### src/rtl/mps_ram.sv
`default_nettype none
module mps_ram #(
  parameter int unsigned W = 8,
  parameter int unsigned D = 16
) (
  input  wire logic                 clk,
  input  wire logic                 we,
  input  wire logic [$clog2(D)-1:0] waddr,
  input  wire logic [W-1:0]         wdata,
  input  wire logic [$clog2(D)-1:0] raddr,
  output logic      [W-1:0]         rdata
);

  logic [W-1:0] mem [D];

  always_ff @(posedge clk) begin
    if (we) begin
      mem[waddr] <= wdata;
    end
    rdata <= mem[raddr];
  end

endmodule
`default_nettype wire

### config.mk
export PLATFORM = sky130hd
export DESIGN_NAME = mps_ram
export DESIGN_NICKNAME = d
export VERILOG_FILES = /design/src/rtl/mps_ram.sv
export SDC_FILE = /design/constraint.sdc
export NUM_CORES = 1
export LEC_CHECK = 0
export BUFFER_PORTS_ARGS = -buffer_cell sky130_fd_sc_hd__buf_2
export CORE_MARGIN = 5
export CORE_UTILIZATION = 54
export DETAILED_ROUTE_END_ITERATION = 12
export GPL_ROUTABILITY_DRIVEN = 1
export PLACE_DENSITY = 0.79
export REMOVE_ABC_BUFFERS = 1
export SYNTH_ARGS = -nofsm -noshare
export SYNTH_HDL_FRONTEND = slang
export SYNTH_SLANG_ARGS = --single-unit
export TNS_END_PERCENT = 5
### constraint.sdc
create_clock -name clk -period 1.8 [get_ports clk]
set_input_delay 0.36 -clock clk [delete_from_list [all_inputs] [get_ports clk]]
set_output_delay 0.36 -clock clk [all_outputs]
set_load 0.03 [all_outputs]
* Word-level counts from Yosys, hierarchy flattened
Memory sizes are Yosys's and may differ from the RTL's. A register that Yosys moved wholly into a read port is not among the register bits.
Index checks and enable logic that the tools add are counted.
** Word-level totals
- Register bits after elaboration :: 0
- Memory bits (writable) :: 128
- Output and inout bits :: 8
- Memories kept :: 1
** Memories
- mem :: depth 16, width 8, read ports 1, clocked after memory_dff 1, wr ports 1, RTL line 14 : logic [W-1:0] mem [D];
** Cells by class
- Mux-type cells :: 2
** Operators with widths (count)
- 1-bit 2-to-1 mux :: 2

* Longest topological paths before layout
- Depth after elaboration :: 2
- Gate-level depth with buffers :: 5
- Gate-level depth less buffers :: 3

* Worst setup path before layout
Ideal clock, no wire load.
- Path kind :: in2reg
- From :: in waddr[2]
- To :: mem mem[0][0], enable pin
- Setup time :: 0.383 ns
- Arrival :: 1.470 ns
- Data required time :: 1.417 ns
- Setup slack :: -0.053 ns
- Cell stages on the path :: 2
- Cells stage by stage :: or3b_2 > nor3_1
** RTL lines
- from (decl) :: RTL line 8 : input wire logic [$clog2(D)-1:0] waddr,
- to (decl) :: RTL line 14
No word-level cell before the write port.

* Worst setup path in the final report
- From :: reg rdata[4] (read register of mem)
- To :: out rdata[4]
** RTL lines
- from (decl) :: RTL line 11 : output logic [W-1:0] rdata
No word-level cell between the ends.

==> reports/results.md <==
* false — RSZ-0062 raised after global routing
* 0.00209 uW — leakage power summed over all cells
* 19 — number of distinct library cells after synthesis
* wdata[5] — Hold Startpoint
* 1 — buffers plus inverters on the worst setup path
* 32.7% — fraction of layout cells with a size suffix above 1
* 0 — number of maximum-capacitance constraint violations
* dfxtp_1 — cell with the largest stage delay on the worst path
* 0 — endpoints failing hold
* in -> reg — min-delay worst type
* 0.00972 ns — skew final
* 0.000614 V — VDD IR-drop max
* 35 — Std-Cell Rows
* 1170 mW/mm2 — Power per Cell Area
* 0.242 ns — WHS
* 0 — post-cts resize count
* rdata[4] — capture instance of the worst register-to-register path
* 3 — depth of the most critical reg-to-reg path
* 1 — largest driver fanout on the critical path
* 0.0116 mm2 — area enclosed by the die boundary
* mem[9][4] — Crit Reg-Reg Startpoint
* 0 — buffers inserted during post-CTS setup optimization
* 6.26 mm — dpl hpwl
* 136 — Sinks on Clock Net
* 0 — yosys synthesis warning count
* 4 — length of the first detailed-routing pass in iterations
* 0 — number of hold buffers added after CTS
* 7180 uW — Tot Pwr
* 108 um — x dimension of the die
* 25 — number of buffers added on ports
* finished clean — run status
* 0 — number of antenna violations at the first check in global routing
* 0.00515 mm2 — Cell Area, Synth
* 0.00612 mm2 — area of all placed cells without fillers
* 0 — post-route DRC violation count
* 0.763 — final weighted congestion of routability-driven global placement
* 0 ns — setup TNS after final layout
* output pin — category of the worst setup path capture point
* 17 — largest net degree at the start of global routing
* 0.51 ns — clock latency on the worst-skew pair
* done — CTS tree
* 136 — post-synthesis sequential element count
* 184 — First DRT Iteration DRCs
* clkbuf_8 — root buf cell
* 0.06 ns — clock slew at the register clock pins of the worst setup and hold paths
* 74.9% — max_slew headroom
* 19.0% — GRT Overall Usage
* reg -> out — Crit Path Category
* 17 — Num CTS Buffers
* 1.09 ns — data arrival time of the critical path
* 22.8 um — Routed WL per cell
* 80.6% — final worst path period share
* 15.2 mm — wire length of the first global-routing pass
* 1.45 ns — final period demand of the worst path
* 0.36 ns — maximum single-stage delay on the critical path
* 1.44 ns — required time at the endpoint of the critical path
* 2,610 — number of global-route vias before repair
* 0 — antenna-violating nets left
* 55.4% — Initial Util
* 4 — depth of the CTS H-tree
* 2 — maximum buffer depth of the clock tree
* 18.9% — Area Overhead vs Synth
* 2,461 — via total after detailed routing
* 5.72 — via density per instance
* 9.81 mm — total wire length
* 0.349 ns — PnR worst setup slack
* 0.376 ns — slew at the pin closest to its max-slew limit
* 1 — worst hold path stage count
* 229 — Post-Synthesis Cells
* 1 — logic depth of the worst path, buffers included
* 0.40 ns — setup slack on the worst flop-to-flop path
* -0.0238 ns — worst slack at placement
* 108 um — Die H
* flip-flop — element type at the critical path start
* 0 — total of endpoints with negative setup slack in the final report
* 305 — number of nets at the end of the flow
* mem[12][5] — end point of the worst hold path
* 0 — remaining global-route overflow
* 689 MHz — highest attainable clock frequency
* 26 — Ports
* 77.8% — sequential area share after synthesis
* buf_2 — Cell Chain, Critical Path
* flip-flops — kind of cell adding the most delay to the critical path
* 0.00555 mm2 — placed cell areas
* 0.00928 mm2 — area of the core region
* 22.5 um2 — Post-Syn Area per Cell
* 0 — fin. max-slew vios
-- power breakdown --
group | internal, uW | leakage [uW] | switching, uW | total, uW
Combinational | 150 | 0.000605 | 221 | 371
Clock | 1970 | 0.000258 | 1280 | 3250
Sequential | 3540 | 0.00122 | 24.1 | 3560
-- cells by family (layout without fill, tap and decap cells) --
family                 count (synthesis)  after routing  synth area share, %
AOI/OAI and AO/OA                     16             16                 2.33
buffers and inverters                 10             81                 1.68
DFF                                  136            136                 77.8
muxes                                 32             32                 15.0
other                                  0              1                    0
and+or+nand+nor                       35             35                 3.18
-- worst max-delay path by stage --
stage | end | startpoint
after floorplan | mem[0][0] | waddr[2]
after global placement | rdata[3] | raddr[0]
after detailed placement | rdata[2] | raddr[0]
after CTS | rdata[4] | rdata[4]
after global routing | rdata[4] | rdata[4]
final | rdata[4] | rdata[4]
-- stage by stage --
| stage | utilization (%) | instances |
|---|---|---|
| after floorplan | - | 219 |
| after global placement | 59.8 | 397 |
| after detailed placement | 59.8 | 397 |
| after CTS | 65.9 | 429 |
| after global routing | 65.9 | 429 |
| final | 65.9 | 430 |
-- cell type report --
class	instances	area, um2
Antenna cell	1	2.50
Tap cell	129	161
Multi-Input combinational cell	83	1060
Sequential cell	136	4000
Clock buffer	17	414
Timing Repair Buffer	49	330
Fill cell	619	3160
Clock inverter	15	153
-- cells in the final DEF (no fill, tap or decap), drive strengths merged --
cell type    n
buf         49
nor2b        1
nand3        1
dfxtp        8
nand3b       2
clkbuf      17
a22oi       16
diode        1
and2b        1
bufinv       2
inv          2
edfxtp     128
and2         1
nor3         4
nand2        9
mux4        32
clkinv       5
nand2b       2
nor2        13
or3b         1
clkinvlp     6
-- cells in the mapped netlist --
cell             number  area share, %
edfxtp_1            128             75
mux4_2               18            7.9
a22oi_1              16            2.3
mux4_1               14            7.1
nor2_1               13           0.95
nand2_1               9           0.66
dfxtp_1               8            3.1
nor3_1                4           0.39
buf_2                 3           0.29
buf_6                 3           0.66
clkdlybuf4s25_2       3           0.58
nand2b_1              2           0.24
nand3b_1              2           0.29
and2_1                1           0.12
and2b_1               1           0.15
buf_4                 1           0.15
nand3_1               1          0.097
nor2b_1               1           0.12
or3b_2                1           0.17
-- registers in the layout (all words and copies together) (netlist names) --
signal / cells
rdata: 8
mem: 128
-- metal layers --
layer	routed length (um)	vias up	part of all wire (%)	GRT usage [%]
met2	4960	97	51	29.4
met4	93	0	0.95	5.77
met1	4120	1258	42	26.0
met3	644	12	6.6	6.12
li1	-	1094	-	-
met5	0	-	0	0
(Power assumes the default switching activity.)
